===== src/rtl/lsd_pkg.sv =====
// ----------------------------------------------------------------------------
// LZSS sprite decompressor package
// Shared constants, command codes and the command word carried from the
// parser to the pixel engine.
// ----------------------------------------------------------------------------
`default_nettype none

package lsd_pkg;

  // History window geometry and start-of-sprite contents.
  localparam int          WIN_BITS    = 12;
  localparam int          WINDOW_SIZE = 1 << WIN_BITS;
  localparam logic [11:0] WIN_START   = 12'd4078;
  localparam logic [7:0]  FILL_BYTE   = 8'h20;

  // A match copies its length field plus this many pixels.
  localparam logic [4:0]  MATCH_MIN   = 5'd3;

  // Command queue between the parser and the pixel engine.
  localparam int          QUEUE_DEPTH = 4;
  localparam int          QPTR_BITS   = 2;

  // Command kinds.
  localparam logic [1:0]  CMD_START   = 2'd0;
  localparam logic [1:0]  CMD_LIT     = 2'd1;
  localparam logic [1:0]  CMD_MATCH   = 2'd2;

  // Configuration register indexes.
  localparam logic [1:0]  REG_WIDTH   = 2'd0;
  localparam logic [1:0]  REG_HEIGHT  = 2'd1;
  localparam logic [1:0]  REG_COUNT   = 2'd2;
  localparam logic [1:0]  REG_TRANSP  = 2'd3;

  // A literal keeps its byte in arg[7:0]; a match keeps its window position
  // in arg[15:4] and its length field in arg[3:0].
  typedef struct packed {
    logic [1:0]  kind;
    logic [15:0] arg;
  } lsd_cmd_t;

endpackage

`default_nettype wire


===== src/rtl/lsd_queue.sv =====
// ----------------------------------------------------------------------------
// LZSS command queue
// A short first-in first-out buffer that lets the parser run ahead of the
// pixel engine.
// ----------------------------------------------------------------------------
`default_nettype none

module lsd_queue import lsd_pkg::*; (
  input  wire logic     clk,
  input  wire logic     rst,
  input  wire logic     push,
  input  wire lsd_cmd_t push_cmd,
  output logic          full,
  input  wire logic     pop,
  output lsd_cmd_t      head,
  output logic          head_valid
);

  lsd_cmd_t              entries [QUEUE_DEPTH];
  logic [QPTR_BITS-1:0]  wr_ptr;
  logic [QPTR_BITS-1:0]  rd_ptr;
  logic [QPTR_BITS:0]    count;
  logic                  do_push;
  logic                  do_pop;

  assign full       = (count == QUEUE_DEPTH[QPTR_BITS:0]);
  assign head_valid = (count != '0);
  assign head       = entries[rd_ptr];
  assign do_push    = push && !full;
  assign do_pop     = pop && head_valid;

  always_ff @(posedge clk) begin
    if (rst) begin
      wr_ptr <= '0;
      rd_ptr <= '0;
      count  <= '0;
    end else begin
      if (do_push) begin
        wr_ptr <= wr_ptr + 1'b1;
      end
      if (do_pop) begin
        rd_ptr <= rd_ptr + 1'b1;
      end
      if (do_push && !do_pop) begin
        count <= count + 1'b1;
      end else if (do_pop && !do_push) begin
        count <= count - 1'b1;
      end
    end
  end

  always_ff @(posedge clk) begin
    if (do_push) begin
      entries[wr_ptr] <= push_cmd;
    end
  end

endmodule

`default_nettype wire


===== config.mk =====
export PLATFORM = sky130hd
export DESIGN_NAME = lsd_queue
export DESIGN_NICKNAME = d
export VERILOG_FILES = /design/src/rtl/lsd_pkg.sv /design/src/rtl/lsd_queue.sv
export SDC_FILE = /design/constraint.sdc
export NUM_CORES = 1
export LEC_CHECK = 0
export ABC_AREA = 1
export BUFFER_PORTS_ARGS = -buffer_cell sky130_fd_sc_hd__buf_2
export CAP_MARGIN = 10
export CORE_MARGIN = 3
export CORE_UTILIZATION = 40
export CTS_CLUSTER_SIZE = 30
export DETAILED_ROUTE_END_ITERATION = 10
export SLEW_MARGIN = 15
export SYNTH_ARGS = -nofsm -noshare
export SYNTH_HDL_FRONTEND = slang
export SYNTH_SLANG_ARGS = --single-unit

===== constraint.sdc =====
create_clock -name clk -period 2.8 [get_ports clk]
set_clock_uncertainty 0.2 [all_clocks]
set_input_delay 0.56 -clock clk [delete_from_list [all_inputs] [get_ports clk]]
set_output_delay 0.56 -clock clk [all_outputs]
set_load 0.05 [all_outputs]

==> metrics, run 1 <==
Worst VDD drop=0.538 mV; worst slew pin tran=0.416 ns; minimum clock period=2.49 ns; grt peak-use layer=met2; PwrDens=987 nW/um^2; Clock Latency Late Sink=0.34 ns; EDFF count, synth=72; Post-synth top cells=edfxtp_1, nor2_1, o21ai_0; DRC viols=0; Post-Route Setup TNS=0 ns; area grow syn2layout=14.6%; CP Capture Type=output pin; H-tree Lvls=3; DIE HEIGHT=96.5 microns; Worst R2R End=count[1]; drt total wl=5720 microns; GR Layer Usage met1=0.164; hold-fix buffer count after cts=0; Clock Tree Root=clkbuf_8; worst r2r src=count[1]; row cnt=32; PortBufs=41; Initial Utilization=0.417; Setup CP Type=register to output pin; Worst slew margin=0.722; # IOs=42; Main synth FF type=edfxtp_1; Synth area leader=edfxtp_1; Die Wd=96.5 microns; Worst Hold Class=input port to register; max-cap viol count=0; drt first-iter violations=165; DRT antenna net count=0; Critical Path RT=2.04 ns; Layout fillers=724; number of vias per cell=4.82; vias=1919; Resized cells post-CTS=0; met2 usage in global routing=0.212; r2r setup slk=0.77 ns; synthesis warning total=0; WP data arrival=1.73 ns; number of inserted diodes=0; GRT Util Overall=0.133; Netlist Area Pre-Place=3270 sq um; Fmax=401 MHz; Remaining Overflow, GRT=0; Avg WL per Cell=14.4 microns; post-synthesis register bit count=81; Seq/Total Area, Yosys=0.715; most frequent cell after synthesis=edfxtp_1; routability cong.=0.784; largest net degree at the start of global routing=38; met3 usage=0.0403; first-pass GRT wire length=8920 microns; Final #Nets=319; Worst setup endpoint=head[16]; fin crit share=0.890; final core utilization=0.478; Setup violations, final=0; critical path launch point type=register; Core ar.=7850 sq um; final hold vios=0; max-slew violation count=0; vias in the first global route=1770; Post-CTS Setup Bufs=0; Post-Syn Instances=243; initial antenna violation count=0; Post-Syn Area per Cell=13.5 sq um; LEAKAGE=1.39 nW; DPL Wire Length=3450 microns; RSZ-0062 raised after global routing=false; Cell variety after synth=24; share of layout cells above drive strength 1=0.280; Max FO, Critical Path=11; cts bufs inserted=9; register clock-pin slew on the reported worst setup and hold paths=0.08 ns; CTS tree=done; R2R depth=9; top cells by area, synth=edfxtp_1, nor2_1, dfxtp_1, o22ai_1, o21ai_0; fin cells=398; outcome=finished, final reports clean; Pre-antenna DRT Iters=4; die footprint=9310 sq um; clk buf depth=2; clock sinks=81; Mapped Nets=271; placed cells=382; Async SR Flop Fraction=0; top cell type's share of synthesized area=0.660
==> area by class of cell <==
type / instances / area [sq um] / area share
Clock buffer: 10 / 128 / 0.0340
Timing Repair Buffer: 47 / 263 / 0.0700
Clock inverter: 6 / 67.6 / 0.0180
Inverter: 17 / 73.8 / 0.0197
Tap cell: 102 / 128 / 0.0340
Multi-Input combinational cell: 135 / 752 / 0.200
Sequential cell: 81 / 2340 / 0.624
==> metrics by stage <==
stage	setup slack, ns	cell area [sq um]	hold WS, ns	power, mW
4_1_cts	0.268	3750	0.208	3.76
6_report	0.309	3750	0.233	3.71
3_3_place_gp	0.729	3560	0.283	2.91
5_1_grt	0.184	3750	0.205	3.92
3_5_place_dp	0.644	3560	0.299	2.93
2_1_floorplan	0.588	3270	0.259	2.67
==> worst max-delay path: stages (launching register included) <==
cell and delay, ns:
dfxtp_1 0.58, buf_4 0.25, o21ai_0 0.10, o22ai_1 0.16, buf_2 0.30
==> placed cells by master, fill, tap and decap left out <==
master,Yosys,routed
buf_4,2,5
o22ai_1,18,18
buf_12,0,1
o21ai_1,8,8
clkinvlp_4,0,2
clkinv_2,0,1
inv_8,1,1
buf_2,0,41
clkinv_4,0,1
nand2_4,4,4
nor2_2,0,4
nand3b_1,1,1
inv_6,0,1
clkbuf_1,0,1
xor2_1,1,1
inv_2,2,2
nor2_4,1,1
bufinv_16,0,1
nand3_1,4,4
ha_1,5,5
nand2_2,1,1
o21ai_2,7,7
nand2_1,10,10
clkbuf_8,0,9
inv_1,13,13
edfxtp_1,72,72
a21oi_1,3,3
dfxtp_1,9,9
inv_4,1,1
nor2_1,49,45
o21ai_0,22,22
fa_1,1,1
==> flip-flops by register name, indices dropped and copies added, names as in the netlist, named ones only <==
signal	count
rd_ptr	2
wr_ptr	2
count	3
entries	72
==> cells by family after synthesis <==
family | share of synthesized area
flip-flops | 0.715
XOR/XNOR | 0.00268
AO/OA/AOI/OAI | 0.104
adder cells (fa/ha/maj) | 0.0252
AND/OR/NAND/NOR | 0.0952
buffers and inverters | 0.0581
==> worst min path at each step <==
| stage | startpoint | to | depth (start not counted) |
|---|---|---|---|
| floorplan | rd_ptr[1] | register | 2 |
| global placement | rd_ptr[0] | rd_ptr[0] | 2 |
| detailed placement | rd_ptr[0] | rd_ptr[0] | 2 |
| CTS | push_cmd[9] | entries[0][9] | 1 |
| global route | push_cmd[9] | entries[2][9] | 1 |
| finish | rst | rd_ptr[0] | 2 |
==> metal layers <==
| layer | vias to the layer above | part of all wire | wire length (microns) |
|---|---|---|---|
| met3 | 11 | 0.046 | 263 |
| met5 | - | 0 | 0 |
| li1 | 968 | - | - |
| met1 | 899 | 0.45 | 2560 |
| met4 | 0 | 0.022 | 125 |
| met2 | 41 | 0.48 | 2770 |
==> report_power, final <==
group	total (mW)	internal, mW	leakage, nW	switching, mW
clock	0.818	0.415	0.0929	0.403
combinational	1.35	0.339	0.560	1.01
sequential	1.54	1.47	0.734	0.0707
Note: power is estimated with default switching activity, not from simulation.
==> run 2, diff against run 1 <==
--- a/config.mk
+++ b/config.mk
@@ -10,6 +10,7 @@
 export CAP_MARGIN = 10
 export CORE_MARGIN = 3
 export CORE_UTILIZATION = 40
+export CTS_BUF_LIST = sky130_fd_sc_hd__clkbuf_4 sky130_fd_sc_hd__clkbuf_8
 export CTS_CLUSTER_SIZE = 30
 export DETAILED_ROUTE_END_ITERATION = 10
 export SLEW_MARGIN = 15
==> run 2 against run 1 <==
  * Worst setup slack lost 0.0022 ns
  * Critical path type unchanged
  * Core utilization barely moved
  * Total power up 0.28%
  * Critical endpoint unchanged
  * Sequential cell count stayed put
  * Via count unchanged
  * Count of clock-buffer cells in the layout is the same
  * Non-clock buffer count stayed put
  * Die area stayed put
  * Sequential share of layout area down 0.062 points
  * Sequential power barely moved
  * Global-route usage about the same
  * Largest cell class unchanged
  * Combinational power about the same
==> metrics, run 2 (same netlist as run 1, synthesis figures left out) <==
die footprint=9310 sq um (unchanged); initial antenna violation count=0 (unchanged); Worst Hold Class=input port to register; fin crit share=0.890 (about the same); Avg WL per Cell=14.3 microns (-0.26%); Die Wd=96.5 microns (unchanged); area post-placement=3560 sq um (unchanged); Overall Power=3.72 mW (+0.28%); routability cong.=0.784 (unchanged); largest net degree at the start of global routing=38 (unchanged); drt total wl=5710 microns (-0.26%); WP data arrival=1.73 ns (about the same); number of vias per cell=4.82 (unchanged); GRT Util Overall=0.133 (+0.000166); commonest non-fill, non-tap cell in the layout=edfxtp_1; vias=1919 (unchanged); Worst VDD drop=0.539 mV (+0.10%); max-slew violation count=0 (unchanged); Remaining Overflow, GRT=0 (unchanged); final hold vios=0 (unchanged); minimum clock period=2.49 ns (+0.00219 ns); DIE HEIGHT=96.5 microns (unchanged); DPL Wire Length=3450 microns (unchanged); placed cells=382 (unchanged); Final #Nets=319 (unchanged); drt first-iter violations=158 (-4.2%); Top Registers=entries: 72 flops, count: 3 flops; final core utilization=0.479 (+0.000479); cts bufs inserted=9 (unchanged); vias in the first global route=1774 (+0.23%); pre-CTS setup slack=0.644 ns (unchanged); DRT antenna net count=0 (unchanged); CP Capture Type=output pin; Max FO, Critical Path=11 (unchanged); Clock Tree Root=clkbuf_8; Hold WS=0.232 ns (-0.000253 ns); critical path launch point type=register; DRC viols=0 (unchanged); # IOs=42 (unchanged); clock sinks=81 (unchanged); worst slew pin tran=0.424 ns (+0.00713 ns); Initial Utilization=0.417 (unchanged); CTS tree=done; H-tree Lvls=3 (unchanged); Clock Latency Late Sink=0.34 ns (about the same); row cnt=32 (unchanged); final instance area=3760 sq um (about the same); Setup WS post-layout=0.307 ns (-0.00219 ns); max-cap viol count=0 (unchanged); clk buf depth=2 (unchanged); number of inserted diodes=0 (unchanged); LEAKAGE=1.39 nW (+0.25%); PwrDens=989 nW/um^2 (+0.18%); fin cells=398 (unchanged); Worst slew margin=0.717 (-0.00476); Post-Route Setup TNS=0 ns (unchanged); first-pass GRT wire length=8940 microns (+0.24%); Critical Path RT=2.04 ns (about the same); Resized cells post-CTS=0 (unchanged); RSZ-0062 raised after global routing=false; Fmax=401 MHz (about the same); Top reg by flops=entries; Layout fillers=724 (unchanged); share of layout cells above drive strength 1=0.284 (+0.00338); Pre-antenna DRT Iters=4 (unchanged); Setup violations, final=0 (unchanged); Post-CTS Setup Bufs=0 (unchanged); Core ar.=7850 sq um (unchanged); outcome=finished, final reports clean; PortBufs=41 (unchanged); Setup CP Type=register to output pin; area grow syn2layout=14.7% (about the same); max reg flops=72 (unchanged); hold-fix buffer count after cts=0 (unchanged); commonest cells after routing, fill and taps aside=edfxtp_1, nor2_1, buf_2, o21ai_0, o22ai_1; register clock-pin slew on the reported worst setup and hold paths=0.08 ns (about the same)
## run 2: cell types whose count changed in the layout (fill, tap and decap cells not counted)
cell	change
clkbuf_4	+1
clkbuf_1	-1
## run 2: power by group
group          leakage [nW]  total, mW  switching (mW)  internal, mW
sequential            0.734       1.54          0.0709          1.47
clock                0.0963      0.828           0.403         0.425
combinational         0.560       1.35            1.01         0.339
total                  1.39       3.72            1.48          2.24
## run 2: critical path, cell delays in order (launching register included)
cell and delay [ns]:
dfxtp_1 0.58, buf_4 0.26, o21ai_0 0.10, o22ai_1 0.16, buf_2 0.30
## run 2: final timing paths
path / start / to / slack (ns) / cells past startpoint
worst max register to register: count[1] / count[1] / 0.77 / 9
worst min-delay path: rst / rd_ptr[0] / 0.23 / 2
worst max-delay path: register / head[16] / 0.31 / 4
worst min register to register: rd_ptr[0] / rd_ptr[0] / 0.31 / 2
## run 2: layout make-up
type | count | area (sq um) | area share
Sequential cell | 81 | 2340 | 0.623
Multi-Input combinational cell | 135 | 752 | 0.200
Timing Repair Buffer | 47 | 263 | 0.0699
Clock buffer | 10 | 131 | 0.0350
Tap cell | 102 | 128 | 0.0340
Inverter | 17 | 73.8 | 0.0196
Clock inverter | 6 | 67.6 | 0.0180
## run 2: metal layers
metal  GRT usage  part of all wire  vias to the layer above
met4      0.0643             0.022                        0
met5           0                 0                        -
met3      0.0403             0.043                       11
li1            -                 -                      967
met2       0.212              0.49                       35
met1       0.165              0.45                      906
