===== config.mk =====
export PLATFORM = sky130hd
export DESIGN_NAME = lsd_front
export DESIGN_NICKNAME = d
export VERILOG_FILES = /design/src/rtl/lsd_pkg.sv /design/src/rtl/lsd_front.sv
export SDC_FILE = /design/constraint.sdc
export NUM_CORES = 1
export LEC_CHECK = 0
export BUFFER_PORTS_ARGS = -buffer_cell sky130_fd_sc_hd__buf_2
export CAP_MARGIN = 10
export CORE_MARGIN = 2
export CORE_UTILIZATION = 45
export CTS_CLUSTER_SIZE = 20
export DETAILED_ROUTE_END_ITERATION = 10
export PLACE_DENSITY = 0.74
export SYNTH_ARGS = -nofsm -noshare
export SYNTH_HDL_FRONTEND = slang
export SYNTH_SLANG_ARGS = --single-unit

===== constraint.sdc =====
create_clock -name clk -period 1.5 [get_ports clk]
set_input_delay 0.225 -clock clk [delete_from_list [all_inputs] [get_ports clk]]
set_output_delay 0.225 -clock clk [all_outputs]
set_load 0.05 [all_outputs]

===== src/rtl/lsd_pkg.sv =====
// ----------------------------------------------------------------------------
// LZSS sprite decompressor package
// Shared constants, command codes and the command word carried from the
// parser to the pixel engine.
// ----------------------------------------------------------------------------
`default_nettype none

package lsd_pkg;

  // History window geometry and start-of-sprite contents.
  localparam int          WIN_BITS    = 12;
  localparam int          WINDOW_SIZE = 1 << WIN_BITS;
  localparam logic [11:0] WIN_START   = 12'd4078;
  localparam logic [7:0]  FILL_BYTE   = 8'h20;

  // A match copies its length field plus this many pixels.
  localparam logic [4:0]  MATCH_MIN   = 5'd3;

  // Command queue between the parser and the pixel engine.
  localparam int          QUEUE_DEPTH = 4;
  localparam int          QPTR_BITS   = 2;

  // Command kinds.
  localparam logic [1:0]  CMD_START   = 2'd0;
  localparam logic [1:0]  CMD_LIT     = 2'd1;
  localparam logic [1:0]  CMD_MATCH   = 2'd2;

  // Configuration register indexes.
  localparam logic [1:0]  REG_WIDTH   = 2'd0;
  localparam logic [1:0]  REG_HEIGHT  = 2'd1;
  localparam logic [1:0]  REG_COUNT   = 2'd2;
  localparam logic [1:0]  REG_TRANSP  = 2'd3;

  // A literal keeps its byte in arg[7:0]; a match keeps its window position
  // in arg[15:4] and its length field in arg[3:0].
  typedef struct packed {
    logic [1:0]  kind;
    logic [15:0] arg;
  } lsd_cmd_t;

endpackage

`default_nettype wire


===== src/rtl/lsd_front.sv =====
// ----------------------------------------------------------------------------
// LZSS stream parser
// Accepts compressed words, tracks flag bits and match halves, and turns the
// stream into start, literal and match commands for the pixel engine.
// ----------------------------------------------------------------------------
`default_nettype none

module lsd_front import lsd_pkg::*; (
  input  wire logic     clk,
  input  wire logic     rst,
  input  wire logic     in_valid,
  output logic          in_stall,
  input  wire logic     command,
  input  wire logic [7:0] data_byte,
  input  wire logic     full,
  output logic          push,
  output lsd_cmd_t      push_cmd
);

  localparam logic [1:0] PH_FLAG  = 2'd0;
  localparam logic [1:0] PH_ITEM  = 2'd1;
  localparam logic [1:0] PH_MATCH = 2'd2;

  logic [1:0] phase;
  logic [1:0] phase_next;
  logic [8:0] flag_shift;
  logic [8:0] flag_shift_next;
  logic [7:0] match_low;
  logic [7:0] match_low_next;
  logic [8:0] shifted;
  logic       accept;

  assign in_stall = full;
  assign accept   = in_valid && !full;
  assign shifted  = {1'b0, flag_shift[8:1]};

  always_comb begin
    phase_next      = phase;
    flag_shift_next = flag_shift;
    match_low_next  = match_low;
    push            = 1'b0;
    push_cmd.kind   = CMD_START;
    push_cmd.arg    = 16'd0;
    if (accept) begin
      if (!command) begin
        phase_next      = PH_FLAG;
        flag_shift_next = 9'd0;
        match_low_next  = 8'd0;
        push            = 1'b1;
      end else begin
        unique case (phase)
          PH_ITEM: begin
            if (flag_shift[0]) begin
              push            = 1'b1;
              push_cmd.kind   = CMD_LIT;
              push_cmd.arg    = {8'd0, data_byte};
              flag_shift_next = shifted;
              phase_next      = (shifted <= 9'd1) ? PH_FLAG : PH_ITEM;
            end else begin
              match_low_next = data_byte;
              phase_next     = PH_MATCH;
            end
          end
          PH_MATCH: begin
            push            = 1'b1;
            push_cmd.kind   = CMD_MATCH;
            push_cmd.arg    = {data_byte[7:4], match_low, data_byte[3:0]};
            flag_shift_next = shifted;
            phase_next      = (shifted <= 9'd1) ? PH_FLAG : PH_ITEM;
          end
          default: begin
            // A flag byte: the marker bit above bit 7 counts eight items.
            flag_shift_next = {1'b1, data_byte};
            phase_next      = PH_ITEM;
          end
        endcase
      end
    end
  end

  always_ff @(posedge clk) begin
    if (rst) begin
      phase      <= PH_FLAG;
      flag_shift <= 9'd0;
      match_low  <= 8'd0;
    end else begin
      phase      <= phase_next;
      flag_shift <= flag_shift_next;
      match_low  <= match_low_next;
    end
  end

endmodule

`default_nettype wire


==> flow_metrics.tcl, run 1 <==
set metrics [dict create \
    run_status "complete, but fails checks" \
    violations_in_the_final_reports "negative setup slack" \
    cts-buffers-inserted 3 \
    synth_area_per_cell_sq_um 8.33 \
    cp_cell_sequence "inv_2, ha_4, nand4bb_4, buf_6, nor2_4, and2_4, buf_8" \
    crit_family "simple AND/OR/NAND/NOR gates" \
    gr-usage-all-layers 0.281 \
    setup_viol_count_final 36 \
    postPlaceCellArea_sq_um 1450 \
    gpl.final_weighted_congestion 0.846 \
    grt_antenna_before_repair 0 \
    clk-insertion-delay-late_ns 0.29 \
    detailedRoute.firstIterationViolations 87 \
    final_period_util 1.36 \
    wl_per_cell_um 21.9 \
    overflow 0 \
    rr_worst_depth 8 \
    timing.max_slew.rel_slack 0.620 \
    layout.cells.most_common_list "sky130_fd_sc_hd__dfxtp_1 (17), sky130_fd_sc_hd__buf_8 (16), sky130_fd_sc_hd__buf_6 (15), sky130_fd_sc_hd__buf_4 (15), sky130_fd_sc_hd__buf_2 (14)" \
    crit_path_start_kind "flip-flop" \
    setup.worst_path.end_class "output port" \
    maxSlewViolCount 0 \
    start_util 0.475 \
    top_reg_cell_synth "sky130_fd_sc_hd__dfxtp_1" \
    r2r-end "flag_shift[5]" \
    register_to_register_setup_slack_ns -0.26 \
    die-area_sq_um 2740 \
    netlist_top_cells_area "sky130_fd_sc_hd__dfxtp_1 (36%), sky130_fd_sc_hd__and2_1 (7.7%), sky130_fd_sc_hd__a222oi_1 (6.7%)" \
    clock_tree.root_cell "sky130_fd_sc_hd__clkbuf_4" \
    critical_path.max_stage_delay_ns 0.37 \
    min_period_ns 2.05 \
    layout_commonest_cell "sky130_fd_sc_hd__dfxtp_1" \
    clock_tree.buffer_depth 2 \
    post-synth-top-area-cell "sky130_fd_sc_hd__dfxtp_1" \
    routed_wirelength_um 4620 \
    vias_in_the_first_global_route 1194 \
    hpwl_um 2380 \
    max_slew.worst_pin.slew_ns 0.568 \
    grt_first_pass_wirelength_um 5590 \
    tritoncts "done" \
    fp.dieW_um 52.3 \
    syn_to_final_growth_pct 90.6 \
    synth_edf_count 0 \
    ctsHoldBuffers 0 \
    dp.cells 198 \
    grt_max_degree 13 \
    synthesis.instances 126 \
    crit_type "reg -> out" \
    critical_path.slowest_cell "sky130_fd_sc_hd__dfxtp_2" \
    critPathArrivalTime_ns 1.82 \
    postLayoutSetupSlackWorst_ns -0.546 \
    core_outline_area_sq_um 2210 \
    cap_violations 0 \
    yosysSeqAreaShare 0.362 \
    design.final.nets 200 \
    postLayoutCoreUtil 0.904 \
    synth_top_area_share 0.362 \
    leakage_dissipation_nw 0.808 \
    hold_path.startpoint "data_byte[1]" \
    power-per-cell-area_nw_per_um2 515 \
    global_route.peak_usage_layer "met2" \
    skew_ns 0.000884 \
    postRouteAntennaNets 0 \
    synth_fp_nets 142 \
    top_level_ports 33 \
    grtUsageMet2 0.477 \
    crit-reg2reg-launch "phase[1]" \
    routed_via_density 6.29 \
    share_of_synthesized_flip_flops_with_an_asynchronous_set_or_reset 0 \
    drt_pre_antenna_iters 6 \
    globalRouteMet1Util 0.352 \
    timing.critical_path.fanout_max 8 \
    cts-htree-levels 1 \
    n_antenna_cell 0 \
    die_height_um 52.3 \
    synth.distinct_cells 29 \
    met3_track_usage_gr 0.0571 \
    pre_cts_slack_ns -0.311 \
    hold_end "flag_shift[1]" \
    worst-path-buf-inv 3 \
    worstHoldPathType "in -> reg" \
    drc 0 \
    cts_sinks 19 \
    via_count 1327 \
    mappedNetlistArea_sq_um 1050 \
    io_buffers 32 \
    hold-path-cell-count 3 \
    rsz0062_at_grt "yes" \
    final_design_area_no_fill_sq_um 2000 \
    row_count 17 \
    cp.required_ns 1.27 \
    finalNonFillerCells 211 \
    finalHoldViolations 0 \
    synth_warnings 0 \
    drive_above_1_share 0.667 \
    vdd.ir_drop.worst_mv 0.808 \
    cts.reportedPaths.clkPinSlew_ns 0.11 \
    ys_ff_latch 19 \
    max_freq_ghz 0.489 \
]
Yosys cell counts (2+ instances only):
master and count:
sky130_fd_sc_hd__a21oi_1 11, sky130_fd_sc_hd__a222oi_1 7, sky130_fd_sc_hd__a22oi_1 3, sky130_fd_sc_hd__a32oi_1 6
sky130_fd_sc_hd__and2_1 13, sky130_fd_sc_hd__buf_2 2, sky130_fd_sc_hd__buf_4 3, sky130_fd_sc_hd__clkbuf_1 2
sky130_fd_sc_hd__dfxtp_1 19, sky130_fd_sc_hd__ha_1 3, sky130_fd_sc_hd__inv_1 11, sky130_fd_sc_hd__nand2_1 10
sky130_fd_sc_hd__nand2b_1 2, sky130_fd_sc_hd__nand3_1 8, sky130_fd_sc_hd__nor2_1 11, sky130_fd_sc_hd__nor4_1 2
state kept, by name, indices dropped and copies added (netlist names):
register,cells
flag_shift,9
match_low,8
phase,2
power breakdown:
part           internal [mW]  switching [mW]  total, mW
Combinational         0.0976           0.141      0.239
Clock                 0.0989           0.162      0.261
Sequential             0.519          0.0123      0.531
Total                  0.715           0.316       1.03
layer usage:
layer,vias to the layer above,part of all wire
li1,567,-
met1,646,0.38
met2,93,0.48
met3,21,0.088
met4,0,0.043
met5,-,0
stage by stage:
stage	power, mW	hold slack [ns]	setup TNS [ns]
after floorplan	0.625	0.294	-0.909
after detailed placement	0.697	0.444	-7.11
after global routing	1.06	0.204	-12.67
after global placement	0.692	0.441	-5.25
final	1.03	0.214	-11.47
after CTS	0.974	0.199	-9.24
worst reg2reg max path: stages, from the launching register on:
cell	delay, ns
sky130_fd_sc_hd__dfxtp_2	0.38
sky130_fd_sc_hd__buf_6	0.14
sky130_fd_sc_hd__inv_4	0.04
sky130_fd_sc_hd__ha_4	0.18
sky130_fd_sc_hd__buf_6	0.14
sky130_fd_sc_hd__nand3b_1	0.17
sky130_fd_sc_hd__a21oi_4	0.11
sky130_fd_sc_hd__a222oi_1	0.40
sky130_fd_sc_hd__inv_1	0.08
layout make-up:
class | count | area (sq um)
fill | 86 | 211
multi-input combinational | 89 | 920
timing repair buffer | 60 | 592
inverter | 11 | 43.8
tap | 28 | 35.0
clock inverter | 1 | 5.00
clock buffer | 3 | 22.5
sequential | 19 | 383
cells by family after synthesis:
group           Yosys count  synth area share
compound gates           30             0.210
fa+ha+maj                 3            0.0358
buf+inv                  18            0.0775
flops                    19             0.362
mux                       1           0.00954
simple gates             55             0.305
timing repair:
action	CTS	global route
pin swaps	26	38
gates resized for setup	71	38
endpoints found under the setup margin	35	36
endpoints found under the hold margin	0	0
setup buffers	6	8
how the worst max path moves through the flow:
| stage | start | endpoint | slack, ns | cells after the start |
|---|---|---|---|---|
| 2_1_floorplan | phase[0] | push_cmd[10] | -0.1 | 6 |
| 3_3_place_gp | phase[0] | push_cmd[9] | -0.24 | 7 |
| 3_5_place_dp | phase[0] | flag_shift[2] | -0.31 | 8 |
| 4_1_cts | phase[0] | push_cmd[11] | -0.51 | 7 |
| 5_1_grt | phase[0] | push_cmd[15] | -0.59 | 7 |
| 6_report | phase[0] | push_cmd[15] | -0.55 | 7 |
No activity file was read; power rests on OpenSTA's default activity.
==> run 2: changes to the inputs <==
--- a/config.mk
+++ b/config.mk
@@ -11,7 +11,8 @@
 export CORE_UTILIZATION = 45
 export CTS_CLUSTER_SIZE = 20
 export DETAILED_ROUTE_END_ITERATION = 10
-export PLACE_DENSITY = 0.74
+export GPL_ROUTABILITY_DRIVEN = 0
+export PLACE_DENSITY = 0.75
 export SYNTH_ARGS = -nofsm -noshare
 export SYNTH_HDL_FRONTEND = slang
 export SYNTH_SLANG_ARGS = --single-unit
==> run 2 against run 1 <==
Compared with the run above: the flow still finishes with violations (negative setup slack); total power decreased by 0.47%; global-route usage up 4.6 points; flip-flop and latch count unchanged; hold slack worse by 0.049 ns; clock skew is essentially flat; count of clock-buffer cells in the layout unchanged; maximum frequency is 4.1% lower.
==> flow_metrics.tcl, run 2 (synthesis gave the netlist of run 1 again) <==
set metrics [dict create \
    cellInternalPower_mw 0.698 \
    final_period_util 1.42 \
    largest_register_ffs 9 \
    max_slew.worst_pin.slew_ns 0.383 \
    register_to_register_setup_slack_ns -0.37 \
    postRouteAntennaNets 0 \
    layout.filler_cells 115 \
    drt_pre_antenna_iters 7 \
    cts_sinks 19 \
    via_count 1341 \
    clock_tree.buffer_depth 2 \
    cts.reportedPaths.clkPinSlew_ns 0.11 \
    critical_path.max_stage_delay_ns 0.36 \
    power-per-cell-area_nw_per_um2 542 \
    cts-htree-levels 1 \
    die-area_sq_um 2740 \
    gr-usage-all-layers 0.327 \
    power_frac_comb 0.208 \
    maxSlewViolCount 0 \
    drc 0 \
    worstHoldPathType "in -> reg" \
    rsz0062_at_grt "yes" \
    hold-path-cell-count 3 \
    crit_path_start_kind "flip-flop" \
    wl_per_cell_um 22.8 \
    vdd.ir_drop.worst_mv 0.596 \
    layout.cells.most_common_list "sky130_fd_sc_hd__dfxtp_1 (17), sky130_fd_sc_hd__buf_4 (17), sky130_fd_sc_hd__buf_8 (15)" \
    cts-buffers-inserted 3 \
    grt_max_degree 13 \
    multiInputGateArea_sq_um 876 \
    worst_setup_path_startpoint "phase[0]" \
    core_outline_area_sq_um 2210 \
    violations_in_the_final_reports "negative setup slack" \
    max_flop_register "flag_shift" \
    area.sequential_sq_um 385 \
    ctsHoldBuffers 0 \
    r2r-end "flag_shift[5]" \
    swShare 0.319 \
    row_count 17 \
    min_period_ns 2.13 \
    postLayoutSetupSlackWorst_ns -0.632 \
    hold_end "flag_shift[2]" \
    fp.dieW_um 52.3 \
    critical_path.slowest_cell "sky130_fd_sc_hd__dfxtp_2" \
    switching_power_mw 0.327 \
    drive_above_1_share 0.635 \
    critPathArrivalTime_ns 1.91 \
    grt_first_pass_wirelength_um 6320 \
    cp.required_ns 1.27 \
    n_antenna_cell 0 \
    rr_worst_depth 9 \
    hold_path.startpoint "data_byte[2]" \
    vias_in_the_first_global_route 1219 \
    setup.worst_path.end_class "output port" \
    io_buffers 32 \
    leakage_dissipation_nw 0.775 \
    power_frac_clock 0.275 \
    crit-reg2reg-launch "phase[0]" \
    start_util 0.475 \
    timing.max_slew.rel_slack 0.745 \
    sequentialPowerShare 0.517 \
    postLayoutCoreUtil 0.855 \
    cp_cell_sequence "inv_2, ha_4, nand4bb_1, buf_4, nor2_4, and2_4, buf_8" \
    top_level_ports 33 \
    clock_tree.root_cell "sky130_fd_sc_hd__clkbuf_4" \
    routed_wirelength_um 4710 \
    largest_registers "flag_shift (9), match_low (8), phase (2)" \
    cap_violations 0 \
    max_freq_ghz 0.469 \
    die_height_um 52.3 \
    postPlaceCellArea_sq_um 1450 \
    overflow 0 \
    routed_via_density 6.51 \
    detailedRoute.firstIterationViolations 129 \
    crit_type "reg -> out" \
    syn_to_final_growth_pct 80.2 \
    skew_ns 0.00137 \
    design.final.nets 195 \
    clk-insertion-delay-late_ns 0.32 \
    timing.critical_path.fanout_max 8 \
    finalHoldViolations 0 \
    run_status "complete, but fails checks" \
    hpwl_um 2350 \
    grt_antenna_before_repair 0 \
    final_design_area_no_fill_sq_um 1890 \
    tritoncts "done" \
    setup_viol_count_final 30 \
]
-- run 2: power by group through the flow --
stage	Clock, mW	Sequential (mW)	Combinational (mW)
after floorplan	0	0.537	0.0877
after CTS	0.273	0.528	0.182
after detailed placement	0	0.540	0.158
after global routing	0.304	0.531	0.223
final	0.282	0.531	0.213
after global placement	0	0.540	0.155
-- run 2: area by class of cell --
class	instances	area share
multi-input cells	89	0.463
well taps	28	0.0185
clock inverters	1	0.00265
flip-flops and latches	19	0.204
repair buffers	55	0.277
inverters	11	0.0231
clock buffers	3	0.0119
-- run 2: worst max-delay path, delay by kind of cell, from the launching register on --
| kind | cells | cell delay (ns) |
|---|---|---|
| adders and majority gates | 1 | 0.21 |
| buffers and inverters | 3 | 0.39 |
| DFF | 1 | 0.36 |
| and+or+nand+nor | 3 | 0.63 |
-- run 2: what timing repair did --
| item | 4_1_cts | 5_1_grt |
|---|---|---|
| pin swaps | 26 | 30 |
| endpoints found under the setup margin | 35 | 35 |
| setup buffers | 2 | 4 |
| resized for setup | 76 | 20 |
-- run 2: routing by layer --
layer,routed length [um],up-vias,GRT usage,part of all wire
met3,441,30,0.0829,0.094
li1,-,559,-,-
met4,297,0,0.179,0.063
met2,2210,120,0.519,0.47
met5,0,-,0,0
met1,1760,632,0.401,0.37
-- run 2: how the worst max path moves through the flow --
| stage | endpoint | slack, ns |
|---|---|---|
| final | push_cmd[12] | -0.63 |
| after global routing | push_cmd[12] | -0.71 |
| after CTS | push_cmd[10] | -0.51 |
| after detailed placement | flag_shift[5] | -0.30 |
| after global placement | push_cmd[8] | -0.24 |
| after floorplan | push_cmd[10] | -0.1 |
-- run 2: metrics by stage --
stage	worst slack (ns)	power [mW]	hold WS [ns]	cells	TNS (ns)
2_1_floorplan	-0.0985	0.625	0.294	126	-0.909
3_3_place_gp	-0.242	0.694	0.441	198	-5.03
3_5_place_dp	-0.295	0.698	0.452	198	-6.13
4_1_cts	-0.513	0.982	0.169	204	-9.24
5_1_grt	-0.708	1.06	0.170	206	-14.39
6_report	-0.632	1.03	0.165	206	-12.11
